**src/rtl/sfh_pkg.sv**
```systemverilog
// sfh_pkg: shared types, codes and mixing functions for the hash stream block
// used by sfh_front, sfh_queue, sfh_back and the top level; no dependencies
`default_nettype none

package sfh_pkg;

    localparam int unsigned WordW   = 32;
    localparam int unsigned VbW     = 3;
    localparam int unsigned LenW    = 31;
    localparam int unsigned HashW   = 32;
    // packed input fields: word, valid_bytes, total_length, seed
    localparam int unsigned InFieldW = WordW + VbW + LenW + HashW;
    localparam int unsigned InDataW  = ((InFieldW + 7) / 8) * 8;

    localparam logic [VbW-1:0] VbFull = 3'd4;
    localparam logic [VbW-1:0] VbTail3 = 3'd3;
    localparam logic [VbW-1:0] VbTail2 = 3'd2;
    localparam logic [VbW-1:0] VbTail1 = 3'd1;
    localparam logic [VbW-1:0] VbNone = 3'd0;

    // what the back end does with one item
    typedef enum logic [2:0] {
        KIND_ROUND = 3'd0,  // not last: one mixing round into the running hash
        KIND_FULL  = 3'd1,  // last with four bytes
        KIND_T3    = 3'd2,  // last with three bytes
        KIND_T2    = 3'd3,  // last with two bytes
        KIND_T1    = 3'd4,  // last with one byte
        KIND_NONE  = 3'd5,  // last with no bytes, avalanche only
        KIND_EMPTY = 3'd6   // empty message, result is zero
    } kind_t;

    typedef struct packed {
        kind_t              kind;
        logic               load;   // take start value instead of running hash
        logic [HashW-1:0]   start;
        logic [WordW-1:0]   word;
    } cmd_t;

    function automatic logic [HashW-1:0] sext_byte(input logic [7:0] b);
        return {{(HashW-8){b[7]}}, b};
    endfunction

    function automatic logic [HashW-1:0] full_round(input logic [HashW-1:0] h_in,
                                                    input logic [WordW-1:0] w);
        logic [HashW-1:0] h;
        logic [HashW-1:0] t;
        h = h_in + {16'd0, w[15:0]};
        t = ({16'd0, w[31:16]} << 11) ^ h;
        h = (h << 16) ^ t;
        h = h + (h >> 11);
        return h;
    endfunction

    function automatic logic [HashW-1:0] tail3(input logic [HashW-1:0] h_in,
                                               input logic [WordW-1:0] w);
        logic [HashW-1:0] h;
        h = h_in + {16'd0, w[15:0]};
        h = h ^ (h << 16);
        h = h ^ (sext_byte(w[23:16]) << 18);
        h = h + (h >> 11);
        return h;
    endfunction

    function automatic logic [HashW-1:0] tail2(input logic [HashW-1:0] h_in,
                                               input logic [WordW-1:0] w);
        logic [HashW-1:0] h;
        h = h_in + {16'd0, w[15:0]};
        h = h ^ (h << 11);
        h = h + (h >> 17);
        return h;
    endfunction

    function automatic logic [HashW-1:0] tail1(input logic [HashW-1:0] h_in,
                                               input logic [WordW-1:0] w);
        logic [HashW-1:0] h;
        h = h_in + sext_byte(w[7:0]);
        h = h ^ (h << 10);
        h = h + (h >> 1);
        return h;
    endfunction

    // first three avalanche steps
    function automatic logic [HashW-1:0] aval_lo(input logic [HashW-1:0] h_in);
        logic [HashW-1:0] h;
        h = h_in ^ (h_in << 3);
        h = h + (h >> 5);
        h = h ^ (h << 4);
        return h;
    endfunction

    // last three avalanche steps
    function automatic logic [HashW-1:0] aval_hi(input logic [HashW-1:0] h_in);
        logic [HashW-1:0] h;
        h = h_in + (h_in >> 17);
        h = h ^ (h << 25);
        h = h + (h >> 6);
        return h;
    endfunction

endpackage

`default_nettype wire

```
**src/rtl/sfh_front.sv**
```systemverilog
// sfh_front: classifies an incoming item into a back-end command
// depends on sfh_pkg for the command type and valid byte codes
`default_nettype none

module sfh_front (
    input  wire logic [sfh_pkg::WordW-1:0]  word,
    input  wire logic [sfh_pkg::VbW-1:0]    valid_bytes,
    input  wire logic                       first,
    input  wire logic                       last,
    input  wire logic [sfh_pkg::LenW-1:0]   total_length,
    input  wire logic [sfh_pkg::HashW-1:0]  seed,
    output sfh_pkg::cmd_t                   cmd
);

    sfh_pkg::kind_t kind;

    // pick the round or tail case
    always_comb begin
        if (!last) begin
            kind = sfh_pkg::KIND_ROUND;
        end else begin
            case (valid_bytes)
                sfh_pkg::VbNone:  kind = first ? sfh_pkg::KIND_EMPTY : sfh_pkg::KIND_NONE;
                sfh_pkg::VbTail1: kind = sfh_pkg::KIND_T1;
                sfh_pkg::VbTail2: kind = sfh_pkg::KIND_T2;
                sfh_pkg::VbTail3: kind = sfh_pkg::KIND_T3;
                default:          kind = sfh_pkg::KIND_FULL;  // four or more bytes
            endcase
        end
    end

    // start value: seed when nonzero, else the length
    always_comb begin
        cmd.kind  = kind;
        cmd.load  = first;
        cmd.start = (seed != '0) ? seed : {1'b0, total_length};
        cmd.word  = word;
    end

endmodule

`default_nettype wire

```
**src/rtl/sfh_queue.sv**
```systemverilog
// sfh_queue: small command queue between the front and back ends
// depends on sfh_pkg for the command type
`default_nettype none

module sfh_queue #(
    parameter int unsigned DEPTH = 4
) (
    input  wire logic   aclk,
    input  wire logic   aresetn,
    input  wire logic   push,
    input  wire sfh_pkg::cmd_t push_cmd,
    output logic        full,
    input  wire logic   pop,
    output sfh_pkg::cmd_t pop_cmd,
    output logic        empty
);

    localparam int unsigned PtrW = (DEPTH > 1) ? $clog2(DEPTH) : 1;
    localparam int unsigned CntW = $clog2(DEPTH + 1);

    sfh_pkg::cmd_t      mem_reg [DEPTH];
    logic [PtrW-1:0]    wr_ptr_reg, wr_ptr_next;
    logic [PtrW-1:0]    rd_ptr_reg, rd_ptr_next;
    logic [CntW-1:0]    count_reg, count_next;
    logic               do_push, do_pop;

    assign full    = (count_reg == CntW'(DEPTH));
    assign empty   = (count_reg == '0);
    assign do_push = push && !full;
    assign do_pop  = pop && !empty;
    assign pop_cmd = mem_reg[rd_ptr_reg];

    // pointer and fill count update
    always_comb begin
        wr_ptr_next = wr_ptr_reg;
        rd_ptr_next = rd_ptr_reg;
        count_next  = count_reg;
        if (do_push) begin
            wr_ptr_next = (wr_ptr_reg == PtrW'(DEPTH - 1)) ? '0 : wr_ptr_reg + 1'b1;
        end
        if (do_pop) begin
            rd_ptr_next = (rd_ptr_reg == PtrW'(DEPTH - 1)) ? '0 : rd_ptr_reg + 1'b1;
        end
        if (do_push && !do_pop) begin
            count_next = count_reg + 1'b1;
        end else if (!do_push && do_pop) begin
            count_next = count_reg - 1'b1;
        end
    end

    always_ff @(posedge aclk) begin
        if (!aresetn) begin
            wr_ptr_reg <= '0;
            rd_ptr_reg <= '0;
            count_reg  <= '0;
        end else begin
            wr_ptr_reg <= wr_ptr_next;
            rd_ptr_reg <= rd_ptr_next;
            count_reg  <= count_next;
        end
    end

    // storage, no reset
    always_ff @(posedge aclk) begin
        if (do_push) begin
            mem_reg[wr_ptr_reg] <= push_cmd;
        end
    end

endmodule

`default_nettype wire

```
**src/rtl/sfh_back.sv**
```systemverilog
// sfh_back: running hash, tail step, two avalanche stages and output register
// depends on sfh_pkg for the command type and mixing functions
`default_nettype none

module sfh_back (
    input  wire logic                       aclk,
    input  wire logic                       aresetn,
    input  wire sfh_pkg::cmd_t              cmd,
    input  wire logic                       cmd_valid,
    output logic                            cmd_pop,
    output logic                            m_valid,
    input  wire logic                       m_ready,
    output logic [sfh_pkg::HashW-1:0]       m_hash
);

    logic [sfh_pkg::HashW-1:0] run_reg, run_next;
    logic [sfh_pkg::HashW-1:0] tail_reg, tail_next;
    logic [sfh_pkg::HashW-1:0] av_reg;
    logic [sfh_pkg::HashW-1:0] out_reg;
    logic                      tail_v_reg, av_v_reg, out_v_reg;
    logic [sfh_pkg::HashW-1:0] h0;
    logic                      is_round;
    logic                      out_free, av_free, tail_free;
    logic                      tail_load;

    // stage handshakes, back to front
    assign out_free  = !out_v_reg || m_ready;
    assign av_free   = !av_v_reg || out_free;
    assign tail_free = !tail_v_reg || av_free;

    assign is_round  = (cmd.kind == sfh_pkg::KIND_ROUND);
    assign cmd_pop   = cmd_valid && (is_round || tail_free);
    assign tail_load = cmd_pop && !is_round;

    assign h0 = cmd.load ? cmd.start : run_reg;

    // mixing round or tail case
    always_comb begin
        run_next  = run_reg;
        tail_next = h0;
        case (cmd.kind)
            sfh_pkg::KIND_FULL:  tail_next = sfh_pkg::full_round(h0, cmd.word);
            sfh_pkg::KIND_T3:    tail_next = sfh_pkg::tail3(h0, cmd.word);
            sfh_pkg::KIND_T2:    tail_next = sfh_pkg::tail2(h0, cmd.word);
            sfh_pkg::KIND_T1:    tail_next = sfh_pkg::tail1(h0, cmd.word);
            sfh_pkg::KIND_EMPTY: tail_next = '0;
            default:             tail_next = h0;
        endcase
        if (cmd_pop) begin
            run_next = is_round ? sfh_pkg::full_round(h0, cmd.word) : '0;
        end
    end

    // control state
    always_ff @(posedge aclk) begin
        if (!aresetn) begin
            run_reg    <= '0;
            tail_v_reg <= 1'b0;
            av_v_reg   <= 1'b0;
            out_v_reg  <= 1'b0;
        end else begin
            run_reg <= run_next;
            if (tail_free) begin
                tail_v_reg <= tail_load;
            end
            if (av_free) begin
                av_v_reg <= tail_v_reg;
            end
            if (out_free) begin
                out_v_reg <= av_v_reg;
            end
        end
    end

    // payload stages
    always_ff @(posedge aclk) begin
        if (tail_load) begin
            tail_reg <= tail_next;
        end
        if (av_free && tail_v_reg) begin
            av_reg <= sfh_pkg::aval_lo(tail_reg);
        end
        if (out_free && av_v_reg) begin
            out_reg <= sfh_pkg::aval_hi(av_reg);
        end
    end

    assign m_valid = out_v_reg;
    assign m_hash  = out_reg;

endmodule

`default_nettype wire

```
**src/rtl/superfasthash_stream.sv**
```systemverilog
// superfasthash_stream: 32-bit hash over a stream of little-endian words
// path: a last item goes through the command queue, the tail step register
// and two avalanche stages, the second of which is the output register;
// throughput one item per cycle while neither the queue nor the output
// stalls, set by the mixing round on the running hash register
// reset: synchronous active-low aresetn empties the queue and all stages and
// clears the running hash; no clearing pass
`default_nettype none

module superfasthash_stream #(
    parameter int unsigned QUEUE_DEPTH = 4
) (
    input  wire logic                           aclk,
    input  wire logic                           aresetn,
    input  wire logic                           s_tvalid,
    output logic                                s_tready,
    // word[31:0], valid_bytes[34:32], total_length[65:35], seed[97:66], zero pad
    input  wire logic [sfh_pkg::InDataW-1:0]    s_tdata,
    // first
    input  wire logic                           s_tuser,
    input  wire logic                           s_tlast,
    output logic                                m_tvalid,
    input  wire logic                           m_tready,
    // hash[31:0]
    output logic [sfh_pkg::HashW-1:0]           m_tdata
);

    localparam int unsigned VbLo   = sfh_pkg::WordW;
    localparam int unsigned LenLo  = VbLo + sfh_pkg::VbW;
    localparam int unsigned SeedLo = LenLo + sfh_pkg::LenW;

    sfh_pkg::cmd_t front_cmd;
    sfh_pkg::cmd_t back_cmd;
    logic          q_full, q_empty, q_pop;

    // classify the incoming item
    sfh_front u_front (
        .word         (s_tdata[sfh_pkg::WordW-1:0]),
        .valid_bytes  (s_tdata[LenLo-1:VbLo]),
        .first        (s_tuser),
        .last         (s_tlast),
        .total_length (s_tdata[SeedLo-1:LenLo]),
        .seed         (s_tdata[SeedLo+sfh_pkg::HashW-1:SeedLo]),
        .cmd          (front_cmd)
    );

    assign s_tready = !q_full;

    // command queue
    sfh_queue #(
        .DEPTH (QUEUE_DEPTH)
    ) u_queue (
        .aclk     (aclk),
        .aresetn  (aresetn),
        .push     (s_tvalid),
        .push_cmd (front_cmd),
        .full     (q_full),
        .pop      (q_pop),
        .pop_cmd  (back_cmd),
        .empty    (q_empty)
    );

    // hash engine
    sfh_back u_back (
        .aclk      (aclk),
        .aresetn   (aresetn),
        .cmd       (back_cmd),
        .cmd_valid (!q_empty),
        .cmd_pop   (q_pop),
        .m_valid   (m_tvalid),
        .m_ready   (m_tready),
        .m_hash    (m_tdata)
    );

endmodule

`default_nettype wire

```
**config.mk**
```make
export PLATFORM = sky130hd
export DESIGN_NAME = superfasthash_stream
export DESIGN_NICKNAME = d
export VERILOG_FILES = /design/src/rtl/sfh_pkg.sv /design/src/rtl/sfh_front.sv /design/src/rtl/sfh_queue.sv /design/src/rtl/sfh_back.sv /design/src/rtl/superfasthash_stream.sv
export SDC_FILE = /design/constraint.sdc
export NUM_CORES = 1
export LEC_CHECK = 0
export BUFFER_PORTS_ARGS = -buffer_cell sky130_fd_sc_hd__buf_4
export CORE_MARGIN = 2
export CORE_UTILIZATION = 55
export CTS_BUF_LIST = sky130_fd_sc_hd__clkbuf_2
export DETAILED_ROUTE_END_ITERATION = 6
export PLACE_DENSITY_LB_ADDON = 0.25
export REMOVE_ABC_BUFFERS = 1
export SETUP_SLACK_MARGIN = 0.2
export SYNTH_ARGS = -nofsm -noshare
export SYNTH_HDL_FRONTEND = slang
export SYNTH_SLANG_ARGS = --single-unit
```
**constraint.sdc**
```tcl
create_clock -name aclk -period 28.4 [get_ports aclk]
set_input_delay 1.42 -clock aclk [delete_from_list [all_inputs] [get_ports aclk]]
set_output_delay 1.42 -clock aclk [all_outputs]
set_load 0.01 [all_outputs]
```
==> summary.txt <==
Critical path
  • Worst path slowest cell: o31ai_1
  • CP Class: register to register
  • Setup crit start kind: register
  • CP Max Fanout: 33
  • CP arrival: around 11 ns
  • Worst path required time: 29.24 ns
  • Crit path capture type: register
  • Crit path max-delay family: compound AO/OA/AOI/OAI gates
  • Critical Path Most Common Cell: xor2_1
  • Crit path largest cell delay: between 0.9 and 1 ns
  • CP Buf/Inv Count: 3

Layout
  • Multi-input combinational cell area: around 0.016 mm2
  • P&R area growth vs syn: 10.6%
  • Share of cells above drive strength 1: 18.1%
  • Area occupied by registers: 0.0119 mm2
  • Nets: approximately 3k
  • Max reg flops: between 200 and 300
  • Filler cell count: 4147

Placement
  • IO Port Bufs: between 100 and 150
  • DPL Wire Length: 60100 um
  • Gpl congestion: approximately 1.0

Clock network
  • TritonCTS Sinks: 412
  • CTS resizes: 0
  • Total CTS buffers: approximately 100
  • Bufs on Longest Clock Path: 3
  • Post-CTS Hold Buffers: 0
  • Root buf cell: clkbuf_2
  • H-tree Lvls: 3
  • CTS tree: built
  • Post-CTS setup buffers: 0
  • Clk slew on worst S/H paths: about 0.10 ns
  • Clk_lat worst skew: around 1.2 ns

Synthesis
  • Compound-gate portion of the synthesized area: about 16%
  • Post-synth cell types: between 100 and 150
  • Post-synthesis adder-cell area fraction: 9.57%
  • Post-synth EDFFs: between 300 and 400
  • Yosys warning total: 0
  • Cell count after synthesis: approximately 2.5k
  • Sequential-to-total area share from yosys stat: a little over two fifths
  • Largest family of logic cells by synthesized area: compound AO/OA/AOI/OAI gates
  • Synth async-reset ratio: 0%
  • Top FF cell, synth: edfxtp_1
  • Post-Syn Area: roughly 0.028 mm2
  • Mux cell area share after synthesis: 6.78%
  • Xor/xnor cell area share of the yosys netlist: 12.7%
  • Simple-gate share of the synthesized area: between 10% and 20%
  • Synthesis-stage register bit count: around 410
  • Avg Cell Area, Syn: 11.3 um2

Timing
  • Total negative setup slack: 0 ns
  • FMAX: roughly 0.1 GHz
  • Final setup vio count: 0
  • Hold Fails Final Rpt: 0
  • RSZ-0062 raised after global routing: false
  • Worst-Margin Slew: roughly 1.1 ns
  • Period minus WS final: about 10 ns
  • Fin crit share: 35.3%
  • Setup Skew: just over 0.08 ns
  • Worst rel slew slack: a little under a quarter
  • Slew Limit Fails: 0

Global routing
  • Vias in the first global route: between 20k and 25k
  • Largest net degree at the start of global routing: 59
  • Total GRT Usage: 29.7%
  • GR Overflow Total: 0
  • Antenna violations before repair: 1
  • First-pass GRT wire length: around 120000 um

Job
  • Max-cap violations: 0

Die
  • I/O pin cnt: 144
  • CORE AREA: ~0.05 mm2
  • Row cnt: 83
  • Die H: 231 um
  • Initial core utilization: around 55%
  • Die width: between 200 and 250 um
  • Die ar.: 0.0533 mm2

Status
  • Status: completed

Route
  • WL final: ~78000 um
  • Drt first-iter violations: between 1.5k and 2k
  • DR WL/cell: around 22 um
  • Total number of vias: approximately 21k
  • DR pass1 iterations: 5
  • Vias per cell: 6.10
  • Routed Antenna Nets: 0
  • Remaining DRCs: 0

Min path
  • Hold Startpoint: s_tdata[9]
  • Worst min-delay path category: input pin to register
## final cells by class
type,count,area share (%)
Antenna cell,1,0.00800
Clock buffer,144,2.30
Clock inverter,49,0.940
Inverter,80,0.960
Multi-Input combinational cell,1951,50.7
Sequential cell,412,38.2
Tap cell,680,2.72
Timing Repair Buffer,176,4.22
## kinds of logic after synthesis
group / after synthesis
AO/OA/AOI/OAI: 655
XOR/XNOR: 379
adder cells (fa/ha/maj): 211
buffers and inverters: 138
flip-flops: 412
multiplexers: 106
AND/OR/NAND/NOR: 600
## layer usage
layer	vias to the layer above	part of all wire, %	track usage, %	routed length (um)
li1	10000	-	-	-
met1	10300	39	36.0	30700
met2	835	50	51.6	39000
met3	149	6.7	4.79	5210
met4	0	4.4	14.6	3470
met5	-	0	0	0
## worst register-to-register path, delay by kind of cell, from the launching register on
family	cells	cell delay [ns]
compound gates	11	4.05
xor+xnor	4	1.54
mux	2	1.22
simple gates	6	0.91
buf+inv	3	0.87
fa+ha+maj	2	0.67
flops	1	0.49
## cells in the mapped netlist (all sizes together), types with 46 or more instances
cell    count  area, um2
o21ai      91        459
o21a       46        345
nor2      162        611
xor2      150       1360
nand2     136        510
edfxtp    368      11100
nor2b      63        394
a21oi     164        825
nand3      47        245
ha        202       2530
a21o       96        721
inv        80        300
mux4       65       1460
xnor2     218       1980
## final timing paths
check | depth (start not counted) | slack, ns | end
worst max-delay path | 28 | 18.37 | u_back.tail_reg[31]
worst max register to register | 28 | 18.37 | u_back.tail_reg[31]
worst min register to register | 2 | 0.54 | u_back.run_reg[13]
worst min-delay path | 1 | 0.47 | u_queue.mem_reg[3][9]
## stage by stage
stage                     setup slack [ns]  cells  util [%]  hold WS (ns)  cell area (um2)
after floorplan                      18.46   2443         -         0.477            28000
after global placement               18.77   3299      59.2         0.494            30300
after detailed placement             18.65   3299      59.2         0.506            30300
after CTS                            18.63   3492      61.2         0.332            31300
after global routing                 17.95   3493      61.2         0.385            31300
final                                18.37   3493      61.2         0.466            31300
## placed cells by master, fill, tap and decap left out, types with 37 or more instances in the layout
cell type and count:
a21o_1 96, a21oi_1 162, a22oi_1 41, buf_4 176, clkbuf_2 144, dfxtp_1 42, edfxtp_1 368, ha_1 202
inv_1 76, mux4_2 65, nand2_1 136, nand3_1 45, nor2_1 158, nor2b_1 62, nor3_1 37, o21a_1 46
o21ai_0 85, xnor2_1 211, xor2_1 145
Power is left out: the tool's default activity adds up to more than one toggle a clock period on the data nets, which glitch-free logic cannot reach.
